File: src/rtl/lie_pkg.sv
`default_nettype none

package lie_pkg;

  // widths of the intermediate q32.16 format and of a magnitude before clamping
  localparam int WideW = 48;
  localparam int MagW  = 80;

  localparam int MaxNodesDef = 16;

  localparam logic [4:0] NodeCountRst = 5'd2;

  // operation codes
  localparam logic OpWrite = 1'b0;
  localparam logic OpEval  = 1'b1;

  // status codes
  localparam logic [1:0] StatusOk  = 2'd0;
  localparam logic [1:0] StatusDup = 2'd1;
  localparam logic [1:0] StatusSat = 2'd2;

  localparam logic signed [WideW-1:0] QOne    = 48'sd65536;
  localparam logic signed [WideW-1:0] WideMax = {1'b0, {(WideW-1){1'b1}}};
  localparam logic signed [WideW-1:0] WideMin = {1'b1, {(WideW-1){1'b0}}};

  localparam logic [MagW-1:0] NegLimit = {{(MagW-WideW){1'b0}}, 1'b1, {(WideW-1){1'b0}}};
  localparam logic [MagW-1:0] PosLimit = NegLimit - MagW'(1);

  typedef struct packed {
    logic                    sat;
    logic signed [WideW-1:0] res;
  } wide_val_t;

  // result of a shared arithmetic unit
  typedef struct packed {
    logic                    done;
    logic                    sat;
    logic signed [WideW-1:0] res;
  } wide_res_t;

  // apply sign to a magnitude and clamp to the wide range
  function automatic wide_val_t sat_wide(input logic neg, input logic [MagW-1:0] mag);
    wide_val_t r;
    r.sat = 1'b0;
    r.res = '0;
    if (neg) begin
      if (mag > NegLimit) begin
        r.sat = 1'b1;
        r.res = WideMin;
      end else begin
        r.res = $signed(WideW'(0) - mag[WideW-1:0]);
      end
    end else begin
      if (mag > PosLimit) begin
        r.sat = 1'b1;
        r.res = WideMax;
      end else begin
        r.res = $signed(mag[WideW-1:0]);
      end
    end
    return r;
  endfunction

endpackage

`default_nettype wire

File: src/rtl/lie_ram.sv
`default_nettype none

module lie_ram #(
  parameter int WIDTH = 64,
  parameter int DEPTH = 16
) (
  input  wire logic                     clk_i,
  input  wire logic                     we_i,
  input  wire logic [$clog2(DEPTH)-1:0] waddr_i,
  input  wire logic [WIDTH-1:0]         wdata_i,
  input  wire logic [$clog2(DEPTH)-1:0] raddr_i,
  output      logic [WIDTH-1:0]         rdata_o
);

  logic [WIDTH-1:0] mem [DEPTH];
  logic [WIDTH-1:0] rdata_q;

  // one write port, registered read port
  always_ff @(posedge clk_i) begin
    if (we_i) begin
      mem[waddr_i] <= wdata_i;
    end
    rdata_q <= mem[raddr_i];
  end

  assign rdata_o = rdata_q;

endmodule

`default_nettype wire

File: src/rtl/lie_div.sv
`default_nettype none

module lie_div (
  input  wire logic               clk_i,
  input  wire logic               rst_ni,
  input  wire logic               start_i,
  input  wire logic signed [32:0] num_i,
  input  wire logic signed [32:0] den_i,
  output      lie_pkg::wide_res_t res_o
);

  import lie_pkg::*;

  localparam int DvdW = 48;

  logic [DvdW-1:0] dvd_q, dvd_d;
  logic [31:0]     dvs_q, dvs_d;
  logic [31:0]     rem_q, rem_d;
  logic            neg_q, neg_d;
  logic [5:0]      cnt_q, cnt_d;
  logic            done_q, done_d;

  logic [32:0] num_mag, den_mag, trial;
  wide_val_t   fin;

  assign num_mag = num_i[32] ? 33'(-num_i) : 33'(num_i);
  assign den_mag = den_i[32] ? 33'(-den_i) : 33'(den_i);
  assign trial   = {rem_q, dvd_q[DvdW-1]};

  // restoring division, one quotient bit a cycle
  always_comb begin
    dvd_d  = dvd_q;
    dvs_d  = dvs_q;
    rem_d  = rem_q;
    neg_d  = neg_q;
    cnt_d  = cnt_q;
    done_d = 1'b0;
    if (start_i) begin
      dvd_d = {num_mag[31:0], 16'b0};
      dvs_d = den_mag[31:0];
      rem_d = '0;
      neg_d = num_i[32] ^ den_i[32];
      cnt_d = 6'(DvdW);
    end else if (cnt_q != '0) begin
      if (trial >= {1'b0, dvs_q}) begin
        rem_d = 32'(trial - {1'b0, dvs_q});
        dvd_d = {dvd_q[DvdW-2:0], 1'b1};
      end else begin
        rem_d = trial[31:0];
        dvd_d = {dvd_q[DvdW-2:0], 1'b0};
      end
      cnt_d  = cnt_q - 6'd1;
      done_d = (cnt_q == 6'd1);
    end
  end

  always_ff @(posedge clk_i or negedge rst_ni) begin
    if (!rst_ni) begin
      cnt_q  <= '0;
      done_q <= 1'b0;
    end else begin
      cnt_q  <= cnt_d;
      done_q <= done_d;
    end
  end

  always_ff @(posedge clk_i) begin
    dvd_q <= dvd_d;
    dvs_q <= dvs_d;
    rem_q <= rem_d;
    neg_q <= neg_d;
  end

  // signed, clamped quotient
  assign fin       = sat_wide(neg_q, MagW'(dvd_q));
  assign res_o.done = done_q;
  assign res_o.sat  = fin.sat;
  assign res_o.res  = fin.res;

endmodule

`default_nettype wire

File: src/rtl/lie_mul.sv
`default_nettype none

module lie_mul (
  input  wire logic                             clk_i,
  input  wire logic                             rst_ni,
  input  wire logic                             start_i,
  input  wire logic signed [lie_pkg::WideW-1:0] a_i,
  input  wire logic signed [lie_pkg::WideW-1:0] b_i,
  output      lie_pkg::wide_res_t               res_o
);

  import lie_pkg::*;

  localparam int DigW   = 16;
  localparam int Digits = WideW / DigW;
  localparam int AccW   = 2 * WideW;

  logic [WideW-1:0] ma_q, ma_d, mb_q, mb_d;
  logic [AccW-1:0]  acc_q, acc_d;
  logic             neg_q, neg_d;
  logic [1:0]       cnt_q, cnt_d;
  logic             done_q, done_d;

  logic [WideW-1:0]      a_mag, b_mag;
  logic [DigW+WideW-1:0] pp;
  wide_val_t             fin;

  assign a_mag = a_i[WideW-1] ? WideW'(-a_i) : WideW'(a_i);
  assign b_mag = b_i[WideW-1] ? WideW'(-b_i) : WideW'(b_i);
  assign pp    = ma_q[WideW-1 -: DigW] * mb_q;

  // one 16-bit digit of the first operand a cycle, most significant first
  always_comb begin
    ma_d   = ma_q;
    mb_d   = mb_q;
    acc_d  = acc_q;
    neg_d  = neg_q;
    cnt_d  = cnt_q;
    done_d = 1'b0;
    if (start_i) begin
      ma_d  = a_mag;
      mb_d  = b_mag;
      acc_d = '0;
      neg_d = a_i[WideW-1] ^ b_i[WideW-1];
      cnt_d = 2'(Digits);
    end else if (cnt_q != '0) begin
      acc_d  = {acc_q[AccW-DigW-1:0], {DigW{1'b0}}} + AccW'(pp);
      ma_d   = {ma_q[WideW-DigW-1:0], {DigW{1'b0}}};
      cnt_d  = cnt_q - 2'd1;
      done_d = (cnt_q == 2'd1);
    end
  end

  always_ff @(posedge clk_i or negedge rst_ni) begin
    if (!rst_ni) begin
      cnt_q  <= '0;
      done_q <= 1'b0;
    end else begin
      cnt_q  <= cnt_d;
      done_q <= done_d;
    end
  end

  always_ff @(posedge clk_i) begin
    ma_q  <= ma_d;
    mb_q  <= mb_d;
    acc_q <= acc_d;
    neg_q <= neg_d;
  end

  // drop 16 fraction bits, then sign and clamp
  assign fin        = sat_wide(neg_q, acc_q[AccW-1:DigW]);
  assign res_o.done = done_q;
  assign res_o.sat  = fin.sat;
  assign res_o.res  = fin.res;

endmodule

`default_nettype wire

File: src/rtl/lagrange_interpolation_evaluator_core.sv
// Lagrange interpolation evaluator in signed Q16.16. A write item (operation 0) stores one
// node in a node memory and gives no result. An evaluate item (operation 1) returns the
// interpolating polynomial at query_point over the first node_count nodes (at most
// MAX_NODES), with status 0 ok, 1 duplicate abscissae (value 0) or 2 saturated. One item is
// worked on at a time. An evaluate keeps the input stalled, and its result is offered as the
// input is released. Each basis factor takes a node fetch, a pass through the shared radix-2
// divider (48 steps) and one through the multiplier (three 16-bit digit steps). Each node adds
// its own fetch, the end of its inner loop and a weighting multiply. An evaluate ends early
// when it meets two equal abscissae. A waiting result does not block the input, but a finished
// evaluate keeps the input stalled until its result can be offered. node_count is written
// through the configuration channel, which is always ready; write it only while the block is
// idle. Nodes must be written before an evaluate uses them; the memory needs no clearing.
`default_nettype none

module lagrange_interpolation_evaluator_core #(
  parameter int MAX_NODES = lie_pkg::MaxNodesDef
) (
  input  wire logic        clk_i,
  input  wire logic        rst_ni,
  input  wire logic        in_valid_i,
  output      logic        in_stall_o,
  input  wire logic        operation_i,
  input  wire logic [3:0]  node_index_i,
  input  wire logic [31:0] node_abscissa_i,
  input  wire logic [31:0] node_ordinate_i,
  input  wire logic [31:0] query_point_i,
  output      logic        out_valid_o,
  input  wire logic        out_stall_i,
  output      logic [31:0] value_o,
  output      logic [1:0]  status_o,
  input  wire logic        cfg_valid_i,
  output      logic        cfg_ready_o,
  input  wire logic [4:0]  cfg_data_i
);

  import lie_pkg::*;

  localparam int AW = $clog2(MAX_NODES);
  localparam int CW = $clog2(MAX_NODES + 1);

  typedef enum logic [8:0] {
    ST_IDLE = 9'b000000001,
    ST_RDI  = 9'b000000010,
    ST_LDI  = 9'b000000100,
    ST_RDJ  = 9'b000001000,
    ST_LDJ  = 9'b000010000,
    ST_DIV  = 9'b000100000,
    ST_MUL  = 9'b001000000,
    ST_TERM = 9'b010000000,
    ST_DONE = 9'b100000000
  } state_e;

  state_e state_q, state_d;

  logic [4:0]    node_count_q;
  logic [CW-1:0] n_q, n_d, i_q, i_d, j_q, j_d;
  logic [31:0]   x_q, x_d, xi_q, xi_d, yi_q, yi_d;
  logic signed [WideW-1:0] basis_q, basis_d, sum_q, sum_d;
  logic          sat_q, sat_d, dup_q, dup_d, term_q, term_d;
  logic          out_valid_q, out_valid_d;
  logic [31:0]   value_q, value_d;
  logic [1:0]    status_q, status_d;

  logic          in_acc, ram_we, div_start, mul_start, out_load;
  logic [AW-1:0] ram_raddr;
  logic [63:0]   ram_rdata;
  logic [31:0]   rd_x, rd_y;
  logic signed [32:0] div_num, div_den;
  logic signed [WideW-1:0] mul_a, mul_b;
  logic [WideW:0] sum_ext;
  wide_res_t      div_res, mul_res;

  assign in_acc      = in_valid_i & ~in_stall_o;
  assign in_stall_o  = (state_q != ST_IDLE);
  assign cfg_ready_o = 1'b1;
  assign ram_we      = in_acc & (operation_i == OpWrite) & (int'(node_index_i) < MAX_NODES);
  assign ram_raddr   = (state_q == ST_RDI) ? i_q[AW-1:0] : j_q[AW-1:0];
  assign rd_x        = ram_rdata[63:32];
  assign rd_y        = ram_rdata[31:0];
  assign div_num     = $signed({x_q[31], x_q}) - $signed({rd_x[31], rd_x});
  assign div_den     = $signed({xi_q[31], xi_q}) - $signed({rd_x[31], rd_x});
  assign mul_a       = (state_q == ST_TERM) ? WideW'($signed(yi_q)) : basis_q;
  assign mul_b       = (state_q == ST_TERM) ? basis_q : div_res.res;
  assign sum_ext     = {sum_q[WideW-1], sum_q} + {mul_res.res[WideW-1], mul_res.res};

  // node memory: abscissa in the upper half, ordinate in the lower
  lie_ram #(
    .WIDTH(64),
    .DEPTH(MAX_NODES)
  ) u_node_ram (
    .clk_i  (clk_i),
    .we_i   (ram_we),
    .waddr_i(AW'(node_index_i)),
    .wdata_i({node_abscissa_i, node_ordinate_i}),
    .raddr_i(ram_raddr),
    .rdata_o(ram_rdata)
  );

  lie_div u_div (
    .clk_i  (clk_i),
    .rst_ni (rst_ni),
    .start_i(div_start),
    .num_i  (div_num),
    .den_i  (div_den),
    .res_o  (div_res)
  );

  lie_mul u_mul (
    .clk_i  (clk_i),
    .rst_ni (rst_ni),
    .start_i(mul_start),
    .a_i    (mul_a),
    .b_i    (mul_b),
    .res_o  (mul_res)
  );

  // evaluation sequencer: outer loop over i, inner loop over j
  always_comb begin
    state_d     = state_q;
    n_d         = n_q;
    i_d         = i_q;
    j_d         = j_q;
    x_d         = x_q;
    xi_d        = xi_q;
    yi_d        = yi_q;
    basis_d     = basis_q;
    sum_d       = sum_q;
    sat_d       = sat_q;
    dup_d       = dup_q;
    term_d      = term_q;
    div_start   = 1'b0;
    mul_start   = 1'b0;
    out_load    = 1'b0;
    out_valid_d = out_valid_q & out_stall_i;
    value_d     = value_q;
    status_d    = status_q;
    unique case (state_q)
      ST_IDLE: begin
        if (in_acc && operation_i == OpEval) begin
          x_d   = query_point_i;
          sum_d = '0;
          sat_d = 1'b0;
          dup_d = 1'b0;
          i_d   = '0;
          if (int'(node_count_q) > MAX_NODES) begin
            n_d = CW'(MAX_NODES);
          end else begin
            n_d = CW'(node_count_q);
          end
          state_d = (n_d == '0) ? ST_DONE : ST_RDI;
        end
      end
      ST_RDI: begin
        state_d = ST_LDI;
      end
      ST_LDI: begin
        xi_d    = rd_x;
        yi_d    = rd_y;
        j_d     = '0;
        basis_d = QOne;
        state_d = ST_RDJ;
      end
      ST_RDJ: begin
        if (j_q == n_q) begin
          state_d = ST_TERM;
        end else if (j_q == i_q) begin
          j_d = j_q + CW'(1);
        end else begin
          state_d = ST_LDJ;
        end
      end
      ST_LDJ: begin
        if (rd_x == xi_q) begin
          dup_d   = 1'b1;
          state_d = ST_DONE;
        end else begin
          div_start = 1'b1;
          state_d   = ST_DIV;
        end
      end
      ST_DIV: begin
        if (div_res.done) begin
          sat_d     = sat_q | div_res.sat;
          mul_start = 1'b1;
          term_d    = 1'b0;
          state_d   = ST_MUL;
        end
      end
      ST_TERM: begin
        mul_start = 1'b1;
        term_d    = 1'b1;
        state_d   = ST_MUL;
      end
      ST_MUL: begin
        if (mul_res.done) begin
          sat_d = sat_q | mul_res.sat;
          if (term_q) begin
            // running sum clamped to the wide range
            if (sum_ext[WideW] != sum_ext[WideW-1]) begin
              sat_d = 1'b1;
              sum_d = sum_ext[WideW] ? WideMin : WideMax;
            end else begin
              sum_d = $signed(sum_ext[WideW-1:0]);
            end
            i_d     = i_q + CW'(1);
            state_d = (i_d == n_q) ? ST_DONE : ST_RDI;
          end else begin
            basis_d = mul_res.res;
            j_d     = j_q + CW'(1);
            state_d = ST_RDJ;
          end
        end
      end
      ST_DONE: begin
        if (!out_valid_q || !out_stall_i) begin
          out_load    = 1'b1;
          out_valid_d = 1'b1;
          state_d     = ST_IDLE;
          if (dup_q) begin
            value_d  = '0;
            status_d = StatusDup;
          end else if (!(&sum_q[WideW-1:31]) && (|sum_q[WideW-1:31])) begin
            value_d  = sum_q[WideW-1] ? 32'h8000_0000 : 32'h7fff_ffff;
            status_d = StatusSat;
          end else begin
            value_d  = sum_q[31:0];
            status_d = sat_q ? StatusSat : StatusOk;
          end
        end
      end
      default: begin
        state_d = ST_IDLE;
      end
    endcase
  end

  always_ff @(posedge clk_i or negedge rst_ni) begin
    if (!rst_ni) begin
      state_q      <= ST_IDLE;
      node_count_q <= NodeCountRst;
      out_valid_q  <= 1'b0;
    end else begin
      state_q     <= state_d;
      out_valid_q <= out_valid_d;
      if (cfg_valid_i && cfg_ready_o) begin
        node_count_q <= cfg_data_i;
      end
    end
  end

  always_ff @(posedge clk_i) begin
    n_q     <= n_d;
    i_q     <= i_d;
    j_q     <= j_d;
    x_q     <= x_d;
    xi_q    <= xi_d;
    yi_q    <= yi_d;
    basis_q <= basis_d;
    sum_q   <= sum_d;
    sat_q   <= sat_d;
    dup_q   <= dup_d;
    term_q  <= term_d;
    if (out_load) begin
      value_q  <= value_d;
      status_q <= status_d;
    end
  end

  assign out_valid_o = out_valid_q;
  assign value_o     = value_q;
  assign status_o    = status_q;

endmodule

`default_nettype wire

File: config.mk
export PLATFORM = sky130hd
export DESIGN_NAME = lagrange_interpolation_evaluator_core
export DESIGN_NICKNAME = d
export VERILOG_FILES = /design/src/rtl/lie_pkg.sv /design/src/rtl/lie_ram.sv /design/src/rtl/lie_div.sv /design/src/rtl/lie_mul.sv /design/src/rtl/lagrange_interpolation_evaluator_core.sv
export SDC_FILE = /design/constraint.sdc
export NUM_CORES = 2
export LEC_CHECK = 0
export CAP_MARGIN = 10
export CORE_ASPECT_RATIO = 0.7
export CORE_MARGIN = 4
export CORE_UTILIZATION = 65
export CTS_CLUSTER_SIZE = 28
export DETAILED_ROUTE_END_ITERATION = 16
export DONT_BUFFER_PORTS = 1
export GPL_TIMING_DRIVEN = 0
export PLACE_DENSITY = 0.83
export SETUP_SLACK_MARGIN = 0.1
export SLEW_MARGIN = 0
export SYNTH_ARGS = -nofsm -noshare
export SYNTH_HDL_FRONTEND = slang
export SYNTH_SLANG_ARGS = --single-unit
File: constraint.sdc
create_clock -name clk_i -period 8.56 [get_ports clk_i]
set_clock_uncertainty 0.2 [all_clocks]
set_input_delay 0.428 -clock clk_i [delete_from_list [all_inputs] [get_ports clk_i]]
set_output_delay 0.428 -clock clk_i [all_outputs]
set_load 0.03 [all_outputs]
---- Word level (Yosys, flattened, before mapping) ----
Memory sizes are Yosys's and may differ from the RTL's. A register that Yosys moved wholly into a read port is not among the register bits.
Index checks and enable logic that the tools add are counted.
operators by class
  add/subtract/negate cells ............... 15
  multiply operators ...................... 1
  $lt $le $gt $ge ......................... 6
  equality and inequality tests ........... 27
  multiplexer cells ....................... 87
  bitwise operators ....................... 9
  reductions and logical operators ........ 28
operators by type and width
  cell                   count
  $mux 48                18
  $pmux 48 s2            2
  $mux 32                5
  $mux 49                2
  $add 96x64->96         1
  $neg 48->48            2
  $sub 1x48->48 const A  2
  $mux 9                 10
  $pmux 9 s9             1
  $gt 80x47->1 const B   1
  $gt 80x48->1 const B   1
  $sub 32x32->33         2
  $mul 16x48->64         1
  $neg 32->32            2
  $mux 5                 10
  $add 48x48->49         1
  $gt 48x47->1 const B   1
  $gt 48x48->1 const B   1
  $mux 47                1
  $ge 33x32->1           1
  $eq 32x32->1           1
  $sub 32x32->32         1
  $mux 1                 25
  $reduce_and 17->1      1
  44 further kinds       80
word-level totals
  bits in registers ....................... 575
  memory bits (writable) .................. 1024
  bits of input ports ..................... 111
  output and inout bits ................... 37
  word-level logic and storage cells ...... 204
  memories ................................ 1
memory list
  name            words  width  rd ports  clocked after Yosys merged registers in  write ports  line           source
  u_node_ram.mem  16     64     1         1                                        1            lie_ram.sv:15  logic [WIDTH-1:0] mem [DEPTH];

---- Depth between registers and ports, before layout ----
  word-level depth ........................ 10
  gate-level depth with buffers ........... 29
  gate-level depth less buffers ........... 26

---- Modules after synthesis ----
From an unflattened synthesis, not the netlist that was laid out.
unflattened totals
  cells, all modules ...................... 9052
  area total of the unflattened synthesis .. 103380.4 µm²
modules (own cells, without submodules)
  module                                 instances  cells an instance  area an instance (µm²)  sequential area each (µm²)
  lie_ram                                1          1647               39581.7                 32030.7
  lie_mul                                1          4335               36755.3                 4909.7
  lagrange_interpolation_evaluator_core  1          1828               17250.3                 7704.9
  lie_div                                1          1242               9793.1                  3088.0

---- Least setup slack after synthesis ----
OpenSTA, ideal clock, no wires.
  kind .................................... register to register
  from .................................... register u_mul.ma_q[37]
  to ...................................... register u_mul.acc_q[90]
  library setup time ...................... 58 ps
  arrival time ............................ 7116 ps
  data required time ...................... 8302 ps
  path slack .............................. 1186 ps
  cell stages (with the launch flop) ...... 27
  buffers on the path ..................... 3
  clock period less this slack ............ 7374 ps
  path through ............................ edfxtp_1 -> clkbuf_1 -> clkbuf_1 -> nand2_1 -> fa_1 -> inv_1 -> fa_1 -> inv_1 -> fa_1 -> inv_1 -> fa_1 -> fa_1 -> inv_1 -> fa_1 -> inv_1 -> ha_1 -> clkbuf_1 -> nand4_1 -> nor4_1 -> o2111ai_1 -> a31oi_1 -> nor2_1 -> o31ai_1 -> nand2_1 -> or4_1 -> nand2_1 -> a21o_1
on the way
  word-level cells in the longest chain between the ends .. 2
ends and longest elaborated chain
  what                    line           source
  from (decl)             lie_mul.sv:18  logic [WideW-1:0] ma_q, ma_d, mb_q, mb_d;
  from (signal assigned)  lie_mul.sv:65  ma_q <= ma_d;
  $mul 16x48->64          lie_mul.sv:30  assign pp = ma_q[WideW-1 -: DigW] * mb_q;
  $add 96x64->96          lie_mul.sv:47  acc_d = {acc_q[AccW-DigW-1:0], {DigW{1'b0}}} + AccW'(pp);
  to (signal assigned)    lie_mul.sv:67  acc_q <= acc_d;
  to (decl)               lie_mul.sv:19  logic [AccW-1:0] acc_q, acc_d;
Every way passes these cells.
A chain may end at the register's enable or synchronous reset.

---- Worst setup path after layout ----
  from .................................... register state_q[3]
  to ...................................... register u_mul.ma_q[40] (data pin)
on the way
  word-level cells in the longest chain between the ends .. 5
  elaborated cells between the ends (all ways) .. 7
  classes of those cells .................. 1 x add/sub; 2 x eq/ne; 4 x mux
ends and longest elaborated chain
  what                    line                                                                                       source
  from (decl)             lagrange_interpolation_evaluator_core.sv:53                                                state_e state_q, state_d;
  from (signal assigned)  lagrange_interpolation_evaluator_core.sv:243                                               state_q <= state_d;
  $eq 9x8->1              lagrange_interpolation_evaluator_core.sv:82, lagrange_interpolation_evaluator_core.sv:137
  $mux 48                 lagrange_interpolation_evaluator_core.sv:82                                                assign mul_a = (state_q == ST_TERM) ? WideW'($signed(yi_q)) : basis_q;
  $neg 48->48             lie_mul.sv:28                                                                              assign a_mag = a_i[WideW-1] ? WideW'(-a_i) : WideW'(a_i);
  $mux 48                 lie_mul.sv:28
  $mux 48 (*)             lie_mul.sv:40                                                                              if (start_i) begin
  net u_mul.ma_d[40]      lie_mul.sv:18
Mark *: on every way through the listed nets, which the timed path passes. The rest lies on a longest branch.

==> qor.csv <==
metric,value,unit
outcome,finished with violations,
failing checks,setup timing,
Post-Syn Instances,10200,
Syn Area/Cell,10.3,sq um
GR Util met1,0.618,
CP max FO,19,
Slew @ Worst Pin,1420,ps
Placer Congestion,1.09,
Post-Synth XOR/XNOR Area,0.0333,
crit path time final,8580,ps
global routing usage on met3,0.209,
CTS Buf Count,156,
relative slew slack,0.0429,
Syn Nets,11300,
Synth Cell Area,105000,sq um
CP Launch Type,register,
GR Overflow Total,0,
fmax,117,MHz
Syn-to-layout area delta,10.7,%
vias,87700,
final net count,11700,
initial antenna violation count,60,
Critical Path AT,8840,ps
detailed-route DRC error count,0,
"Worst Setup Slack, final",-22.6,ps
RSZ-0062 raised after global routing,true,
Yosys top cell area share,0.408,
Synth Area in Simple Gates,0.146,
WS Path Type,reg -> reg,
htree depth,4,
complex-gate fraction of the synthesized area,0.135,
Die X,489,um
routed len/inst,29.1,um
Max Transition Viols Final,0,
Routed Antenna Nets,0,
crit-path cells,nor3_1 -> and4_1 -> clkbuf_1 -> clkbuf_4 -> buf_1 -> clkbuf_1 -> clkbuf_2 -> mux2i_1 -> ha_1 -> inv_1 -> nor4_2 -> nand4_1 -> nor4_1 -> nand3_1 -> o21bai_1 -> nand2_1 -> xor2_1 -> a211oi_1,
main combinational cell family by area after synthesis,adder cells,
most frequent CP cell,clkbuf_1,
Layout Cells excl Fill,12900,
Skew-Pair Late Insertion Delay,870,ps
TritonCTS clock tree,done,
via/cell ratio,6.82,
Synth cell types,93,
"slowest stage delay, CP",780,ps
post-synthesis sequential area ratio,0.453,
Synth Area in Adders,0.169,
total placed cells including tap cells,12400,
slowest library cell on the worst path,a211oi_1,
worst path required time,8820,ps
synthesis-stage register bit count,1663,
busiest grt layer,met1,
async set or reset register ratio after synthesis,0.0150,
Most used DFF post-synth,edfxtp_1,
YS warnings,0,
synth top area cells,"edfxtp_1, fa_1, nand2_1",
Longest Clk Path Bufs,3,
most frequent cells in the layout,"nand2_1, edfxtp_1, inv_1",
"area leader, netlist",edfxtp_1,
Post-Route WL,374000,um
Hold Crit Start,query_point_i[13],
clock slew at reported path FFs,70,ps
I/O pin count,148,
GR Util met2,0.596,
initial core utilization,0.655,
vias in the first global route,84600,
Max Cap Viol,0,
clk root buf,clkbuf_16,
row count,123,
Hold WC Path Type,in -> reg,
"most common cell after layout, fill and taps aside",nand2_1,
first-pass GRT wire length,548000,um
Die H,345,um
DP HPWL,274000,um
fin util,0.724,
I/O Buffers,0,
mux contribution to synthesized area,0.00488,
Worst R2R Start,state_q[3],
Initial DRC Count,14600,
layout cells sized above 1,0.0558,
Post-synth EDFFs,1430,
CTS Sinks,1663,
# setup viols final,1,
Tot GR Track Use,0.441,
total core area,161000,sq um
largest net degree at the start of global routing,59,
Die Area,169000,sq um
Worst Setup SP,state_q[3],
Final Cycle Share,1.00,
Total Neg Setup Slack,-22.6,ps
CP endpoint kind,register,
DR pass1 iterations,7,
fill cell count,11000,
final hold vios,0,
routing by layer:
metal / up-vias / part of all wire
met5: - / 0.0019
met4: 42 / 0.044
met3: 1351 / 0.19
met2: 7695 / 0.40
met1: 42400 / 0.37
li1: 36200 / -
what timing repair did:
action | CTS | global route
buffers inserted | 5 | 12
hold endpoints to repair | 1249 | 0
endpoints found under the setup margin | 133 | 107
pin swaps | 2 | 8
hold buffers | 118 | 0
resized for setup | 131 | 136
kinds of logic (layout without fill, tap and decap cells):
group | Yosys count | count (layout)
AO/OA/AOI/OAI | 2194 | 2194
other | 1 | 53
flip-flops | 1663 | 1663
AND/OR/NAND/NOR | 3238 | 3238
multiplexers | 50 | 50
XOR/XNOR | 400 | 400
buffers and inverters | 1648 | 2137
adder cells (fa/ha/maj) | 1002 | 1002
worst paths after layout:
check / endpoint / slack, ps / cells after the start
worst max-delay path: u_mul.ma_q[40] / -20 / 18
worst min-delay path: x_q[13] / 20 / 1
worst max register to register: u_mul.ma_q[40] / -20 / 18
worst min register to register: yi_q[11] / 210 / 0
max in group asynchronous: state_q[1] / 7360 / 4
min in group asynchronous: node_count_q[1] / 540 / 3
cells in the mapped netlist, types with 28 or more instances:
| cell | n |
|---|---|
| a21oi_1 | 600 |
| or2_2 | 30 |
| nor4_1 | 71 |
| nor2_1 | 482 |
| xor2_1 | 173 |
| nand4_1 | 70 |
| a211oi_1 | 387 |
| ha_1 | 308 |
| and3_1 | 38 |
| and2_1 | 584 |
| or3_1 | 38 |
| dfxtp_1 | 208 |
| o31ai_1 | 32 |
| edfxtp_1 | 1430 |
| a311oi_1 | 133 |
| nand3_1 | 147 |
| nor2b_1 | 41 |
| nand2_1 | 1442 |
| o211ai_1 | 44 |
| nand2b_1 | 37 |
| xnor2_1 | 227 |
| mux2i_1 | 39 |
| o21bai_1 | 42 |
| o21ai_0 | 360 |
| a31oi_1 | 187 |
| a21o_1 | 129 |
| nor3_1 | 143 |
| buf_1 | 37 |
| o22ai_1 | 33 |
| inv_1 | 1053 |
| or4_1 | 28 |
| fa_1 | 694 |
| o21a_1 | 51 |
| clkbuf_1 | 549 |
flip-flops by register name, summed over array words and instances (netlist names), 6 cells and up:
signal	count
state_q	9
x_q	32
u_div.dvd_q	48
u_div.cnt_q	6
u_div.rem_q	32
u_mul.ma_q	48
xi_q	32
sum_q	48
basis_q	48
u_mul.mb_q	48
u_mul.acc_q	96
value_o	32
u_div.dvs_q	32
u_node_ram.mem	1024
u_node_ram.rdata_o	64
yi_q	32
per-stage QoR:
stage / hold WS (ps) / setup slack [ps] / cell area, sq um
floorplan: -67.6 / 1190 / 105000
global placement: -66.8 / -3040 / 108000
detailed placement: -66.7 / -2460 / 109000
CTS: 3.63 / 30.5 / 116000
global route: 7.92 / 23.1 / 116000
finish: 20.1 / -22.6 / 117000
final cells by class:
cell class | count | area, sq um | share of cell area
antenna | 52 | 130 | 0.00112
buffer | 585 | 2440 | 0.0209
clock buffer | 201 | 4180 | 0.0359
clock inverter | 89 | 1110 | 0.00951
inverter | 1055 | 3960 | 0.0340
multi-input combinational | 6885 | 51800 | 0.445
sequential | 1663 | 47700 | 0.410
tap | 2125 | 2660 | 0.0228
timing repair buffer | 207 | 2450 | 0.0211
worst max-delay path, delay by kind of cell, from the launching register on:
kind,cells,cell delay (ps)
flip-flops,1,460
AO/OA/AOI/OAI,2,1080
AND/OR/NAND/NOR,7,2790
XOR/XNOR,1,70
multiplexers,1,310
adder cells (fa/ha/maj),1,220
buffers and inverters,6,3100
Power is not shown: default switching activity piles up to over one toggle a cycle in this logic, so the estimate is an artifact.
